$ cat src/hw/rtl/pfa_pkg.sv
// Package for the partition fit allocator: request and result payload types,
// request type and policy codes, and parameter defaults.
// No dependencies.
package pfa_pkg;

  // Parameter defaults
  localparam int NUM_PARTITIONS_DEF = 8;
  localparam int SIZE_BITS_DEF      = 16;

  // Request type codes
  localparam logic [1:0] REQ_LOAD  = 2'd0;
  localparam logic [1:0] REQ_ALLOC = 2'd1;
  localparam logic [1:0] REQ_READ  = 2'd2;

  // Placement policy codes; the unused code behaves as first fit.
  localparam logic [1:0] POL_FIRST = 2'd0;
  localparam logic [1:0] POL_BEST  = 2'd1;
  localparam logic [1:0] POL_WORST = 2'd2;

  // Input request payload.
  typedef struct packed {
    logic [1:0]  req_type;
    logic [2:0]  part_index;
    logic [15:0] size_value;
  } in_req_t;

  // Result payload.
  typedef struct packed {
    logic        success;
    logic [2:0]  chosen_index;
    logic [15:0] free_after;
  } out_res_t;

endpackage

$ cat src/hw/rtl/partition_fit_allocator_unit.sv
// Top level of the partition fit allocator: free-size store, scan sequencer
// with one shared compare unit, and the output register.
// Depends on pfa_pkg.
//
//  Channel   Ports                          Direction  Handshake
//  -------   -----------------------------  ---------  ------------------------
//  request   in_valid, in_ready, in_data    input      valid/ready
//  result    out_valid, out_ready, out_data output     valid/ready
//  config    cfg_we, cfg_wdata              input      write enable, no wait
//
// A load or an unknown request goes straight to the output step, a read makes
// one registered memory read, and an allocation scans all partitions:
// the scan reads one partition per cycle through the single memory read port
// and feeds one shared compare unit, then writes the chosen entry back.
// The result then moves into the output register once that is free.
// Reset clears all free sizes to zero at once through per-entry valid bits.
// A stalled result waits in the output register while the next request is
// taken; a second finished result waits in the sequencer until the slot frees.
module partition_fit_allocator_unit #(
  parameter int NUM_PARTITIONS = pfa_pkg::NUM_PARTITIONS_DEF,
  parameter int SIZE_BITS      = pfa_pkg::SIZE_BITS_DEF
) (
  input  logic              clk,
  input  logic              rst_n,
  input  logic              in_valid,
  output logic              in_ready,
  input  pfa_pkg::in_req_t  in_data,
  output logic              out_valid,
  input  logic              out_ready,
  output pfa_pkg::out_res_t out_data,
  input  logic              cfg_we,
  input  logic [1:0]        cfg_wdata
);

  import pfa_pkg::*;

  localparam int IDX_W = $clog2(NUM_PARTITIONS);
  localparam int CMP_W = (SIZE_BITS > 16) ? SIZE_BITS : 16;
  localparam logic [IDX_W-1:0] LAST_IDX = IDX_W'(NUM_PARTITIONS - 1);

  typedef enum logic [2:0] {
    S_IDLE,
    S_READ,
    S_SCAN,
    S_WB,
    S_OUT
  } state_t;

  state_t            state_r;
  logic [1:0]        fit_policy_r;
  in_req_t           req_r;
  out_res_t          res_r;
  logic              out_valid_r;
  out_res_t          out_data_r;

  // Scan state
  logic [IDX_W-1:0]  scan_addr_r;
  logic              issue_act_r;
  logic              cmp_act_r;
  logic [IDX_W-1:0]  cmp_idx_r;
  logic              found_r;
  logic [SIZE_BITS-1:0] best_r;
  logic [IDX_W-1:0]  sel_r;

  // Store
  logic [SIZE_BITS-1:0] mem [0:NUM_PARTITIONS-1];
  logic [NUM_PARTITIONS-1:0] valid_r;
  logic [SIZE_BITS-1:0] rd_data_r;
  logic              rd_vld_r;
  logic [SIZE_BITS-1:0] rd_free;
  logic [IDX_W-1:0]  rd_addr;
  logic              mem_we;
  logic [IDX_W-1:0]  mem_waddr;
  logic [SIZE_BITS-1:0] mem_wdata;

  // Request decode and shared compare unit
  logic              accept;
  logic              in_range;
  logic [IDX_W-1:0]  in_addr;
  logic              fits;
  logic              take;
  logic [SIZE_BITS-1:0] new_free;

  assign in_ready  = (state_r == S_IDLE);
  assign accept    = in_valid && in_ready;
  assign out_valid = out_valid_r;
  assign out_data  = out_data_r;

  assign in_range = (32'(in_data.part_index) < NUM_PARTITIONS);
  assign in_addr  = IDX_W'(in_data.part_index);

  // Entries never loaded since reset read as zero.
  assign rd_free = rd_vld_r ? rd_data_r : '0;

  // Compare the fetched entry against the request and the current choice.
  always_comb begin
    fits = (CMP_W'(rd_free) >= CMP_W'(req_r.size_value));
    take = 1'b0;
    if (cmp_act_r && fits) begin
      if (!found_r) begin
        take = 1'b1;
      end else if (fit_policy_r == POL_BEST) begin
        take = (rd_free < best_r);
      end else if (fit_policy_r == POL_WORST) begin
        take = (rd_free > best_r);
      end
    end
  end

  assign new_free = best_r - SIZE_BITS'(req_r.size_value);

  // Memory port selection: address from the request when idle, else the scan.
  always_comb begin
    rd_addr   = (state_r == S_IDLE) ? in_addr : scan_addr_r;
    mem_we    = 1'b0;
    mem_waddr = in_addr;
    mem_wdata = SIZE_BITS'(in_data.size_value);
    if (accept && in_data.req_type == REQ_LOAD && in_range) begin
      mem_we = 1'b1;
    end else if (state_r == S_WB && found_r) begin
      mem_we    = 1'b1;
      mem_waddr = sel_r;
      mem_wdata = new_free;
    end
  end

  // Store array with registered read.
  always_ff @(posedge clk) begin
    if (mem_we) begin
      mem[mem_waddr] <= mem_wdata;
    end
    rd_data_r <= mem[rd_addr];
  end

  // Valid bits and the registered valid flag of the read.
  always_ff @(posedge clk) begin
    if (!rst_n) begin
      valid_r  <= '0;
      rd_vld_r <= 1'b0;
    end else begin
      if (mem_we) begin
        valid_r[mem_waddr] <= 1'b1;
      end
      rd_vld_r <= valid_r[rd_addr];
    end
  end

  // Policy register.
  always_ff @(posedge clk) begin
    if (!rst_n) begin
      fit_policy_r <= POL_FIRST;
    end else if (cfg_we) begin
      fit_policy_r <= cfg_wdata;
    end
  end

  // Sequencer and output register.
  always_ff @(posedge clk) begin
    if (!rst_n) begin
      state_r     <= S_IDLE;
      out_valid_r <= 1'b0;
      issue_act_r <= 1'b0;
      cmp_act_r   <= 1'b0;
      found_r     <= 1'b0;
    end else begin
      // The output register empties when taken, unless a new result moves in.
      if (out_ready && state_r != S_OUT) begin
        out_valid_r <= 1'b0;
      end
      case (state_r)
        S_IDLE: begin
          if (accept) begin
            req_r <= in_data;
            case (in_data.req_type)
              REQ_LOAD: begin
                res_r.success      <= in_range;
                res_r.chosen_index <= in_data.part_index;
                res_r.free_after   <= in_range ?
                                      16'(SIZE_BITS'(in_data.size_value)) : 16'd0;
                state_r            <= S_OUT;
              end
              REQ_READ: begin
                state_r <= S_READ;
              end
              REQ_ALLOC: begin
                scan_addr_r <= '0;
                issue_act_r <= 1'b1;
                cmp_act_r   <= 1'b0;
                found_r     <= 1'b0;
                state_r     <= S_SCAN;
              end
              default: begin
                res_r   <= '0;
                state_r <= S_OUT;
              end
            endcase
          end
        end
        S_READ: begin
          res_r.chosen_index <= req_r.part_index;
          if (32'(req_r.part_index) < NUM_PARTITIONS) begin
            res_r.success    <= 1'b1;
            res_r.free_after <= 16'(rd_free);
          end else begin
            res_r.success    <= 1'b0;
            res_r.free_after <= 16'd0;
          end
          state_r <= S_OUT;
        end
        S_SCAN: begin
          // Take the entry fetched last cycle.
          if (take) begin
            found_r <= 1'b1;
            best_r  <= rd_free;
            sel_r   <= cmp_idx_r;
          end
          // Issue the next read.
          cmp_act_r <= issue_act_r;
          cmp_idx_r <= scan_addr_r;
          if (issue_act_r) begin
            if (scan_addr_r == LAST_IDX) begin
              issue_act_r <= 1'b0;
            end else begin
              scan_addr_r <= scan_addr_r + 1'b1;
            end
          end
          if (!issue_act_r && !cmp_act_r) begin
            state_r <= S_WB;
          end
        end
        S_WB: begin
          if (found_r) begin
            res_r.success      <= 1'b1;
            res_r.chosen_index <= 3'(sel_r);
            res_r.free_after   <= 16'(new_free);
          end else begin
            res_r <= '0;
          end
          state_r <= S_OUT;
        end
        S_OUT: begin
          if (!out_valid_r || out_ready) begin
            out_valid_r <= 1'b1;
            out_data_r  <= res_r;
            state_r     <= S_IDLE;
          end
        end
        default: begin
          state_r <= S_IDLE;
        end
      endcase
    end
  end

endmodule

$ cat config.mk
export PLATFORM = sky130hd
export DESIGN_NAME = partition_fit_allocator_unit
export DESIGN_NICKNAME = d
export VERILOG_FILES = /design/src/hw/rtl/pfa_pkg.sv /design/src/hw/rtl/partition_fit_allocator_unit.sv
export SDC_FILE = /design/constraint.sdc
export NUM_CORES = 1
export LEC_CHECK = 0
export ABC_AREA = 1
export BUFFER_PORTS_ARGS = -buffer_cell sky130_fd_sc_hd__buf_2
export CAP_MARGIN = 20
export CORE_UTILIZATION = 61
export DETAILED_ROUTE_END_ITERATION = 6
export GPL_TIMING_DRIVEN = 0
export PLACE_DENSITY_LB_ADDON = 0.2
export SYNTH_ARGS = -nofsm -noshare
export SYNTH_HDL_FRONTEND = slang
export SYNTH_SLANG_ARGS = --single-unit
export TNS_END_PERCENT = 5
$ cat constraint.sdc
create_clock -name clk -period 4.13 [get_ports clk]
set_input_delay 0.2065 -clock clk [delete_from_list [all_inputs] [get_ports clk]]
set_output_delay 0.2065 -clock clk [all_outputs]
set_load 0.005 [all_outputs]
==> flow_summary.toml <==
[cts]
clk_pin_slew_ns = 0.06
clkLatencyLatePin_ns = 0.54
cts_tree = "built"
clock_path_buffers = 3
cts-root-buf = "clkbuf_16"
ctsResizeCount = 0
htreeDepth = 1
cts_buffers = 25
clock_sinks = 246

[drt]
via_count = 7667
drtIter0Drc = 737
drtPass1Iterations = 5
wl_um = 26000
ant_nets = 0
vias_per_cell = 5.75
drc = 0
routedWlPerCell_um = 19.5

[flow_run]
cap_violations = 0

[yosys]
yosys-top-cells-count = "edfxtp_1 (212), nand2_1 (138), inv_1 (118), nor2_1 (110), o21ai_0 (96)"
ys_warn_count = 0
synth_area_leaders = "edfxtp_1 (58%), dfxtp_1 (6.2%), ha_1 (5.6%)"
ys_ff_latch = 246
yosysMostFrequentCell = "edfxtp_1"
synth.area.mux_share = 0.0165
synth_compound_area_frac = 0.112
synth_top_area_frac = 0.584
synth_edf_count = 212
synthArstFlopShare = 0
synthesis.area_um2 = 10900
synthSimpleGateAreaFrac = 0.111
synth_xor_area_frac = 0.00161
synth_fa_ha_area_frac = 0.0581
syn-num-nets = 1056
yosysTopAreaCell = "edfxtp_1"
ys_seq_area_frac = 0.646
ys_types = 40
synth_ff_type = "edfxtp_1"
synth_top_family_by_area = "compound AO/OA/AOI/OAI gates"
syn-mean-instance-area_um2 = 11.1
postSynthCellCount = 978

[setup_path]
r2r_slack_ns = 0.60
max_stage_delay_ns = 0.59
path_class = "flip-flop to flip-flop"
cp-end-kind = "flip-flop"
slowest_stage = "nor2_2"
crit_required_ns = 4.36
cp_max_fo = 12
crit_chain = "buf_2, buf_1, nand2_1, inv_1, ha_1, nand2_1, nor2_1, nand4_1, inv_1, nand2_1, nand2_1, nand2_1, nand3_1, nand2_1, nor2_2, buf_6"
cp-start-kind = "flip-flop"
crit_top_cell = "nand2_1"
arrival_ns = 3.76

[finish]
antenna_cells = 0
syn_to_final_growth_pct = 16.4
drive_gt1_frac = 0.127
final_nets = 1168
fillers = 1170
post-route-util = 0.731

[floorplanning]
boundaryPins = 50
row_count = 48
start_util = 0.628
die_w_um = 136
die_h_um = 136
dieArea_um2 = 18400
core_area_um2 = 17400

[timing]
slew_headroom = 0.277
slew_viol_final = 0
rsz0062_at_grt = "no"
final-setup-viol-count = 0
skew_ns = 0.0158
tightest_slew_ns = 1.07
fin_crit_sh = 0.854
fmax_ghz = 0.284
setup_ws_ns = 0.603
layout_min_cycle_time_ns = 3.53
hold_viol = 0
fin_hold_ws_ns = 0.0653

[outcome]
status = "finished clean"

[place]
place_congestion = 0.903
dp_hpwl_um = 17900
dp_slack_ns = 0.663
io_buffers = 49

[min_path]
hp-class = "input port to flip-flop"

[power]
power_frac_clock = 0.394
intPower_mw = 4.57
swShare = 0.253
p_leak_nw = 5.19
power_density_nw_per_um2 = 482
seqPwrFrac = 0.467
switching_power_mw = 1.55
combPwrFrac = 0.139
peakVddDrop_mv = 0.437

[global_route]
grt.total_usage = 0.290
grt_max_degree = 21
grt_pass1_wl_um = 39700
grt_antenna_before_repair = 0
grt_overflow = 0
grt_pass1_vias = 7448
registers in the layout, summed over array words and instances (netlist names):
name,flops
best_r,16
out_data,20
cmp_idx_r,3
state_r,3
req_r,19
rd_data_r,16
scan_addr_r,3
sel_r,3
found_r,1
cmp_act_r,1
res_r,20
rd_vld_r,1
fit_policy_r,2
mem,128
issue_act_r,1
out_valid,1
valid_r,8
area by class of cell:
cell class              instances  area, µm²  area share
flip-flops and latches        246       7050       0.555
inverters                     124        465      0.0367
well taps                     225        282      0.0222
plain buffers                  29        125     0.00986
clock buffers                  29        693      0.0546
repair buffers                 85        609      0.0480
multi-input cells             579       3270       0.258
clock inverters                17        199      0.0157
metrics by stage:
stage / cells / total power [mW] / setup TNS, ns / instance area (µm²)
2_1_floorplan: 978 / 3.43 / 0 / 10900
5_1_grt: 1334 / 6.32 / 0 / 12700
4_1_cts: 1329 / 6.11 / 0 / 12700
6_report: 1334 / 6.11 / 0 / 12700
3_5_place_dp: 1256 / 3.70 / 0 / 11500
3_3_place_gp: 1252 / 3.68 / -0.131 / 11400
worst paths after layout:
check                                          from                    end  cells after the start
worst max-delay path            rd_vld_r$_SDFF_PN0_    best_r[4]$_DFFE_PP_                     16
worst max register to register  rd_vld_r$_SDFF_PN0_    best_r[4]$_DFFE_PP_                     16
worst min register to register   res_r[4]$_DFFE_PP_  out_data[4]$_DFFE_PP_                      0
worst min-delay path                          rst_n    rd_vld_r$_SDFF_PN0_                      3
critical path, delay by kind of cell, from the launching register on:
kind / cells / cell delay [ns]
fa+ha+maj: 1 / 0.16
buf+inv: 5 / 1.12
flops: 1 / 0.31
simple gates: 10 / 1.61
cells in the final DEF, fill, tap and decap left out, drive strengths merged, types with 2 or more instances in the layout:
master,n
buf,61
o21ai,107
ha,49
dlygate4sd3,27
or2,4
o211ai,8
bufinv,4
clkinvlp,2
mux2,16
xor2,2
a31oi,2
dfxtp,34
nand4,6
nor3,6
nand3b,3
clkbuf,55
o221ai,6
o22ai,32
inv,123
o21a,2
nand3,27
edfxtp,212
a22oi,9
nor2,111
a21oi,43
nand2,139
clkinv,12
layer usage:
metal  wire length, µm  track usage  up-vias
met5                 0            0        -
met4               933        0.111        0
met3              2140       0.0460       72
met2             12300        0.480      348
met1             10600        0.387     3596
li1                  -            -     3651
timing repair:
item	CTS	global route
endpoints found under the hold margin	22	0
hold buffers	27	0
buffers inserted	0	0
kinds of logic (layout without fill, tap and decap cells):
family                     after synthesis  count (layout)
muxes                                   16              16
xor gates and xnor gates                 2               2
and+or+nand+nor                        297             297
adders and majority gates               50              50
buffers and inverters                  153             284
AOI/OAI and AO/OA                      214             214
DFF                                    246             246
power groups by stage:
stage,sequential [mW],combinational [mW],clock (mW)
global placement,2.90,0.771,0
detailed placement,2.91,0.797,0
global route,2.86,0.935,2.52
floorplan,2.90,0.534,0
finish,2.86,0.847,2.41
CTS,2.85,0.830,2.43
(Power assumes the default switching activity.)
